<file path="config.mk">
export PLATFORM = sky130hd
export DESIGN_NAME = cte_div
export DESIGN_NICKNAME = d
export VERILOG_FILES = /design/src/rtl/cte_pkg.sv /design/src/rtl/cte_div.sv
export SDC_FILE = /design/constraint.sdc
export NUM_CORES = 2
export LEC_CHECK = 0
export BUFFER_PORTS_ARGS = -buffer_cell sky130_fd_sc_hd__buf_2
export CAP_MARGIN = 20
export CELL_PAD_IN_SITES_DETAIL_PLACEMENT = 1
export CELL_PAD_IN_SITES_GLOBAL_PLACEMENT = 1
export CORE_ASPECT_RATIO = 1.2
export CORE_MARGIN = 2
export CORE_UTILIZATION = 54
export DETAILED_ROUTE_END_ITERATION = 12
export PLACE_DENSITY_LB_ADDON = 0.08
export SETUP_SLACK_MARGIN = 0.5
export SYNTH_ARGS = -nofsm -noshare
export SYNTH_HDL_FRONTEND = slang
export SYNTH_SLANG_ARGS = --single-unit
</file>
<file path="constraint.sdc">
create_clock -name clock -period 6.2 [get_ports clock]
set_input_delay 0.31 -clock clock [delete_from_list [all_inputs] [get_ports clock]]
set_output_delay 0.31 -clock clock [all_outputs]
set_load 0.01 [all_outputs]
</file>
<file path="src/rtl/cte_pkg.sv">
`default_nettype none
package cte_pkg;

   localparam int MAX_FACE_DIM_DEF = 4096;
   localparam int MAX_SRC_DIM_DEF  = 8192;
   localparam int CORDIC_STEPS_DEF = 16;
   localparam int FRAC_BITS_DEF    = 16;

   localparam int ATAN_ENTRIES = 24;
   localparam int POS_W        = 12;
   localparam int DIM_W        = 13;
   localparam int SRC_W        = 14;
   localparam int TAN_W        = 18;
   localparam int PROD_W       = DIM_W + TAN_W;
   localparam int VEC_W        = 32;
   localparam int SQ_W         = 2 * VEC_W;
   localparam int RAD_W        = VEC_W;
   localparam int ANG_W        = 35;
   localparam int CORDIC_XW    = 44;
   localparam int CORDIC_SH    = 8;
   localparam int CSR_IDX_W    = 3;
   localparam int CSR_DATA_W   = 18;

   localparam logic [2:0] FACE_FRONT  = 3'd0;
   localparam logic [2:0] FACE_RIGHT  = 3'd1;
   localparam logic [2:0] FACE_BACK   = 3'd2;
   localparam logic [2:0] FACE_LEFT   = 3'd3;
   localparam logic [2:0] FACE_TOP    = 3'd4;
   localparam logic [2:0] FACE_BOTTOM = 3'd5;

   localparam logic [CSR_IDX_W-1:0] CSR_FACE_WIDTH      = 3'd0;
   localparam logic [CSR_IDX_W-1:0] CSR_FACE_HEIGHT     = 3'd1;
   localparam logic [CSR_IDX_W-1:0] CSR_EQUIRECT_WIDTH  = 3'd2;
   localparam logic [CSR_IDX_W-1:0] CSR_EQUIRECT_HEIGHT = 3'd3;
   localparam logic [CSR_IDX_W-1:0] CSR_HALF_FOV_TAN    = 3'd4;

   localparam logic signed [ANG_W-1:0] HALF_TURN = 35'sh0_8000_0000;

   typedef struct packed {
      logic [2:0]       face_select;
      logic [POS_W-1:0] col;
      logic [POS_W-1:0] row;
   } req_beat_type;

   typedef struct packed {
      logic [12:0] src_x;
      logic [12:0] src_y;
      logic [16:0] longitude_frac;
      logic [16:0] latitude_frac;
   } rsp_beat_type;

   // atan(2^-k) in 2^-32 turn
   function automatic logic [31:0] atan_step(input int k);
      logic [31:0] r;
      unique case (k)
         0:  r = 32'h20000000;
         1:  r = 32'h12E4051E;
         2:  r = 32'h09FB385B;
         3:  r = 32'h051111D4;
         4:  r = 32'h028B0D43;
         5:  r = 32'h0145D7E1;
         6:  r = 32'h00A2F61E;
         7:  r = 32'h00517C55;
         8:  r = 32'h0028BE53;
         9:  r = 32'h00145F2F;
         10: r = 32'h000A2F98;
         11: r = 32'h000517CC;
         12: r = 32'h00028BE6;
         13: r = 32'h000145F3;
         14: r = 32'h0000A2FA;
         15: r = 32'h0000517D;
         16: r = 32'h000028BE;
         17: r = 32'h0000145F;
         18: r = 32'h00000A30;
         19: r = 32'h00000518;
         20: r = 32'h0000028C;
         21: r = 32'h00000146;
         22: r = 32'h000000A3;
         23: r = 32'h00000051;
         default: r = '0;
      endcase
      return r;
   endfunction

endpackage
`default_nettype wire

</file>
<file path="src/rtl/cte_div.sv">
`default_nettype none
module cte_div import cte_pkg::*; #(
   parameter int NUM_W = PROD_W,
   parameter int DEN_W = DIM_W,
   parameter int TAG_W = 5
) (
   input  wire logic                   clock,
   input  wire logic                   reset,
   input  wire logic                   en,
   input  wire logic                   in_valid,
   input  wire logic [1:0][NUM_W-1:0]  in_num,
   input  wire logic [1:0][DEN_W-1:0]  in_den,
   input  wire logic [TAG_W-1:0]       in_tag,
   output logic                        out_valid,
   output logic [1:0][NUM_W-1:0]       out_quo,
   output logic [TAG_W-1:0]            out_tag
);

   // restoring divide, one quotient bit per stage
   logic [NUM_W-1:0]            valid_ff;
   logic [1:0][DEN_W-1:0]       rem_ff [NUM_W];
   logic [1:0][NUM_W-1:0]       acc_ff [NUM_W];
   logic [TAG_W-1:0]            tag_ff [NUM_W];

   for (genvar s = 0; s < NUM_W; s++) begin : g_stage
      logic                  prev_valid;
      logic [1:0][DEN_W-1:0] prev_rem;
      logic [1:0][NUM_W-1:0] prev_acc;
      logic [TAG_W-1:0]      prev_tag;
      logic [1:0][DEN_W:0]   trial;
      logic [1:0][DEN_W-1:0] rem_in;
      logic [1:0][NUM_W-1:0] acc_in;

      if (s == 0) begin : g_first
         assign prev_valid = in_valid;
         assign prev_rem   = '0;
         assign prev_acc   = in_num;
         assign prev_tag   = in_tag;
      end else begin : g_next
         assign prev_valid = valid_ff[s-1];
         assign prev_rem   = rem_ff[s-1];
         assign prev_acc   = acc_ff[s-1];
         assign prev_tag   = tag_ff[s-1];
      end

      always_comb begin
         for (int l = 0; l < 2; l++) begin
            trial[l] = {prev_rem[l], prev_acc[l][NUM_W-1]};
            if (trial[l] >= {1'b0, in_den[l]}) begin
               rem_in[l] = DEN_W'(trial[l] - {1'b0, in_den[l]});
               acc_in[l] = {prev_acc[l][NUM_W-2:0], 1'b1};
            end else begin
               rem_in[l] = trial[l][DEN_W-1:0];
               acc_in[l] = {prev_acc[l][NUM_W-2:0], 1'b0};
            end
         end
      end

      always_ff @(posedge clock) begin
         if (reset) begin
            valid_ff[s] <= 1'b0;
         end else if (en) begin
            valid_ff[s] <= prev_valid;
         end
      end

      always_ff @(posedge clock) begin
         if (en) begin
            rem_ff[s] <= rem_in;
            acc_ff[s] <= acc_in;
            tag_ff[s] <= prev_tag;
         end
      end
   end

   assign out_valid = valid_ff[NUM_W-1];
   assign out_quo   = acc_ff[NUM_W-1];
   assign out_tag   = tag_ff[NUM_W-1];

endmodule
`default_nettype wire

</file>
### Word level (Yosys, flattened, before mapping)

Memory sizes are Yosys's and may differ from the RTL's.
Cells that the tools add are included.
Widths: inputs -> output; s select.

| cells by class | value |
|---|---|
| $add $sub $neg | 62 |
| $lt $le $gt $ge | 62 |
| multiplexer cells | 126 |

Operators with widths:

| operator | number |
|---|---|
| $ge 14x13->1 | 60 |
| $mux 13 | 62 |
| $sub 13x13->13 | 60 |
| $mux 1 | 64 |
| $ge 1x13->1 | 2 |
| $sub 1x13->13 | 2 |

| storage, ports and cells | value |
|---|---|
| register bits after elaboration | 31 |
| bits in writable memories | 2,883 |
| word-level logic and storage cells | 284 |
| memories kept | 3 |

Memories:

| name | depth | width | read ports | clocked after memory_dff | wr ports | line | source |
|---|---|---|---|---|---|---|---|
| acc_ff | 31 | 62 | 31 | 0 | 31 | cte_div.sv:22 | `logic [1:0][NUM_W-1:0] acc_ff [NUM_W];` |
| rem_ff | 31 | 26 | 30 | 0 | 31 | cte_div.sv:21 | `logic [1:0][DEN_W-1:0] rem_ff [NUM_W];` |
| tag_ff | 31 | 5 | 31 | 0 | 31 | cte_div.sv:23 | `logic [TAG_W-1:0] tag_ff [NUM_W];` |

### Longest topological paths before layout

An unclocked memory read counts as a cell.

| logic depth | value |
|---|---|
| word-level depth | 3 |
| depth in mapped cells | 11 |

### Worst setup path before layout

OpenSTA, ideal clock, no wires.

| timing | value |
|---|---|
| path kind | input to register |
| start point | input port in_den[15] (netlist name) |
| end point | memory rem_ff[1][100] (netlist name), data pin |
| arrival time | 3,157 ps |
| data required time | 5,940 ps |
| setup slack | 2,783 ps |
| cell stages on the path | 10 |
| cells stage by stage | inv_1 ha_1 nor2b_1 o21ai_0 a21oi_1 a211oi_2 o211ai_1 a311oi_2 buf_4 mux2_2 |

RTL lines:

| element | line | source |
|---|---|---|
| from (decl) | cte_div.sv:12 | `input wire logic [1:0][DEN_W-1:0] in_den,` |
| to (decl) | cte_div.sv:21 |  |

==> results.env <==
DETAILED_PLACE_HPWL_MICRONS=187000
SYNTH_COMMONEST_CELLS='edfxtp_1, ha_1, mux2_2, nor2_1, a21oi_1'
TIMING.FINAL.HOLD_VIOLATIONS=0
CORE_AREA_SQ_UM=243000
FINAL_PERIOD_MINUS_WORST_SETUP_SLACK_NS=3.70
AREA_GROWTH_SYN_TO_LAYOUT_PCT=11.8
FLOORPLAN.INITIALDENSITY=0.543
YOSYSSEQAREASHARE=0.655
SETUP_SLACK_AFTER_PLACEMENT_NS=1.80
SETUP.WORST_PATH.END_CLASS='flip-flop'
IO_BUFFER_COUNT=164
WORST_VDD_IR_mV=0.283
YOSYS_REGISTER_BITS=2888
TIMING_WORST_SLEW_PIN_VALUE_NS=1.09
CRITPATHREQUIREDTIME_NS=6.79
TIMING.HOLD.WORST.CLASS='input pin to flip-flop'
POST_SYNTH_INST_COUNT=8694
WORST_HOLD_ENDPOINT='acc_ff[0][0]$_DFFE_PP_'
CTS-BUFFERS-INSERTED=302
YS_DOMINANT_REG_CELL='edfxtp_1'
REG2REG_FROM='acc_ff[1][61]$_DFFE_PP_'
MAPPEDNETLISTNETS=9633
CLOCK_TREE_FROM_TRITONCTS='yes'
OUTCOME='finished clean'
FMAX_MHz=270
SYNTH_TOP_CELLS_BY_AREA='edfxtp_1, ha_1, mux2_2'
SYNTH_TOP_AREA_SHARE=0.650
ROUTE.FINAL.WIRE_LENGTH_MICRONS=278000
FINAL.SETUP_SKEW_NS=0.0408
WORST_HOLD_PATH_STARTPOINT='in_den[5]'
NETLIST.TOP_CELL.BY_AREA='edfxtp_1'
H-TREE-DEPTH=5
FLOORPLAN.DIE_AREA_SQ_UM=248000
REMAINING_DESIGN_RULE_VIOLATION_COUNT=0
POWER.DENSITY_nW_PER_UM2=492
STATIC_LEAKAGE_nW=54.9
WORSTSETUPPATHTYPE='input pin to flip-flop'
DRT_FIRST_PASS_ITERS=5
GP_ROUTABILITY_CONGESTION=0.857
CLKTRANSATPATHREGS_NS=0.06
TIMING.SETUP.TNS_NS=0
CLOCK_INSERTION_DELAY_WORST_SKEW_NS=0.88
CAP_VIOL_MAX_COUNT=0
WIRE_LENGTH_OF_THE_FIRST_GLOBAL_ROUTING_PASS_MICRONS=437000
FINALMAXSLEWVIOLATIONS=0
FINAL_LAYOUT_SIZE_SUFFIX_GT1_FRAC=0.150
MAPPEDNETLISTAREA_SQ_UM=132000
SYNTH_ASYNC_SR_FLOP_SHARE=0
CP-START-KIND='input pin'
YOSYS_WARNINGS=0
DIE_HEIGHT_MICRONS=545
SYN_AVG_CELL_AREA_SQ_UM=15.2
POST-SYNTH-TOP-COUNT-CELL='edfxtp_1'
GRT.TOTAL_USAGE=0.222
CTS-HOLD-FIX-BUFFERS=74
SYNTH_ENABLE_FLOP_CELLS=2857
FINALNETCOUNT=10144
DIE-WIDTH_MICRONS=455
SYNTHDISTINCTLIBCELLS=77
DRTITER0DRC=4594
TRITONCTS_NUM_SINKS=2888
MIN_PATH_CELLS=3
R2R_CELLS=10
R2R_END='rem_ff[1][41]$_DFFE_PP_'
IOS=165
SETUP_VIOLATIONS=0
DETAILROUTE.VIA_COUNT=73213
CRIT_ARRIVAL_NS=4.29
NUMBER_OF_GLOBAL_ROUTE_VIAS_BEFORE_REPAIR=79065
FINAL.PERIOD_UTILIZATION=0.596
FF2FF_SETUP_SLACK_NS=2.54
ROWS=198
GRT_START_MAX_NET_PINS=167
ROUTED_WIRE_LENGTH_PER_INSTANCE_MICRONS=22.0
RESIDUAL_ANTENNA_VIOLATING_NET_COUNT_AFTER_DETAILED_ROUTING=0
POST_CTS.REPAIR.SETUP_BUFFERS=0
GRT_ANTENNA_BEFORE_REPAIR=8
MAXSLEWHEADROOM=0.273
RSZ0062_AT_GRT='no'
CTS_ROOT_BUFFER='clkbuf_16'
WORST_SLACK_SETUP_FINAL_NS=2.50
CTS_REPAIR_RESIZE_COUNT=0
WORST_PATH_MAX_FANOUT=30
GLOBAL_ROUTE.OVERFLOW_TOTAL=0
CLOCK_PATH_BUFFERS=4
ROUTED_VIA_DENSITY=5.79
## logic make-up (layout without fill, tap and decap cells)
group | count (synthesis) | count (layout) | synth area share
flip-flops | 2888 | 2888 | 0.655
AND/OR/NAND/NOR | 1502 | 1502 | 0.0585
other | 0 | 3 | 0
buffers and inverters | 449 | 1196 | 0.0155
adder cells (fa/ha/maj) | 842 | 842 | 0.0831
multiplexers | 784 | 784 | 0.0654
AO/OA/AOI/OAI | 1736 | 1736 | 0.0897
XOR/XNOR | 493 | 493 | 0.0327
## placed cells by master, fill, tap and decap left out, drive strengths merged, types with 50 or more instances in the layout
| master | count |
|---|---|
| edfxtp | 2857 |
| ha | 784 |
| mux2 | 602 |
| nor2 | 382 |
| a21oi | 373 |
| clkbuf | 366 |
| o21ai | 356 |
| nand2 | 315 |
| inv | 298 |
| buf | 294 |
| xnor2 | 283 |
| a21o | 226 |
| xor2 | 210 |
| mux2i | 182 |
| o21a | 175 |
| nor2b | 160 |
| nor3 | 138 |
| clkinv | 123 |
| nand4 | 112 |
| a211oi | 106 |
| a21boi | 75 |
| nand2b | 74 |
| dlygate4sd3 | 74 |
| nand3 | 69 |
| o31ai | 62 |
| o31a | 61 |
| o211ai | 60 |
| and3 | 58 |
| fa | 58 |
| and2 | 54 |
| a221o | 50 |
## per-layer routing
metal / global-route usage / vias to the layer above / routed length [microns]
met5: 0 / - / 0
met4: 0.0685 / 0 / 7770
met3: 0.0272 / 506 / 8690
met2: 0.396 / 1124 / 143000
met1: 0.282 / 36806 / 118000
li1: - / 34777 / -
## cell type report
type,count,area (sq um)
clock inverter,174,1780
multi-input combinational,5357,43500
clock buffer,366,7880
antenna,3,7.51
fill,22404,95200
timing repair buffer,368,2910
sequential,2888,86400
inverter,288,1080
tap,3200,4000
## how the worst max path moves through the flow
stage | from | endpoint | slack (ns)
after floorplan | in_den[15] | rem_ff[1][100]$_DFFE_PP_ | 2.78
after global placement | in_den[0] | rem_ff[1][132]$_DFFE_PP_ | 1.85
after detailed placement | in_den[0] | rem_ff[1][139]$_DFFE_PP_ | 1.80
after CTS | in_den[3] | rem_ff[1][81]$_DFFE_PP_ | 2.41
after global routing | acc_ff[1][61]$_DFFE_PP_ | rem_ff[1][41]$_DFFE_PP_ | 2.30
final | in_den[3] | rem_ff[1][288]$_DFFE_PP_ | 2.50
## worst max-delay path, stage by stage
cell           delay [ns]
dlygate4sd3_1        0.57
buf_2                0.14
inv_1                0.06
buf_4                0.54
ha_1                 0.38
o21ai_0              0.14
a21oi_1              0.15
a211oi_2             0.40
o211ai_1             0.19
a311oi_2             0.67
buf_4                0.31
mux2_2               0.35
## stage by stage
stage	hold slack [ns]	total power, mW	std cells	utilization	instance area, sq um
after floorplan	0.382	48.2	8694	-	132000
after global placement	0.400	53.4	12019	0.565	137000
after detailed placement	0.405	54.8	12022	0.565	137000
after CTS	0.0642	73.1	12636	0.608	148000
after global routing	0.114	76.8	12643	0.608	148000
final	0.132	72.6	12644	0.608	148000
## power breakdown
part	switching [mW]	internal, mW	leakage (nW)
registers	2.11	26.8	28.1
logic	13.6	12.4	22.1
clock network	7.48	10.3	4.68
total	23.2	49.4	54.9
## state kept, by name, indices dropped and copies added, names as in the netlist
register and flops:
rem_ff 780, tag_ff 155, out_valid 1, acc_ff 1922, g_stage.prev_valid 30
No activity file was read; power rests on OpenSTA's default activity.
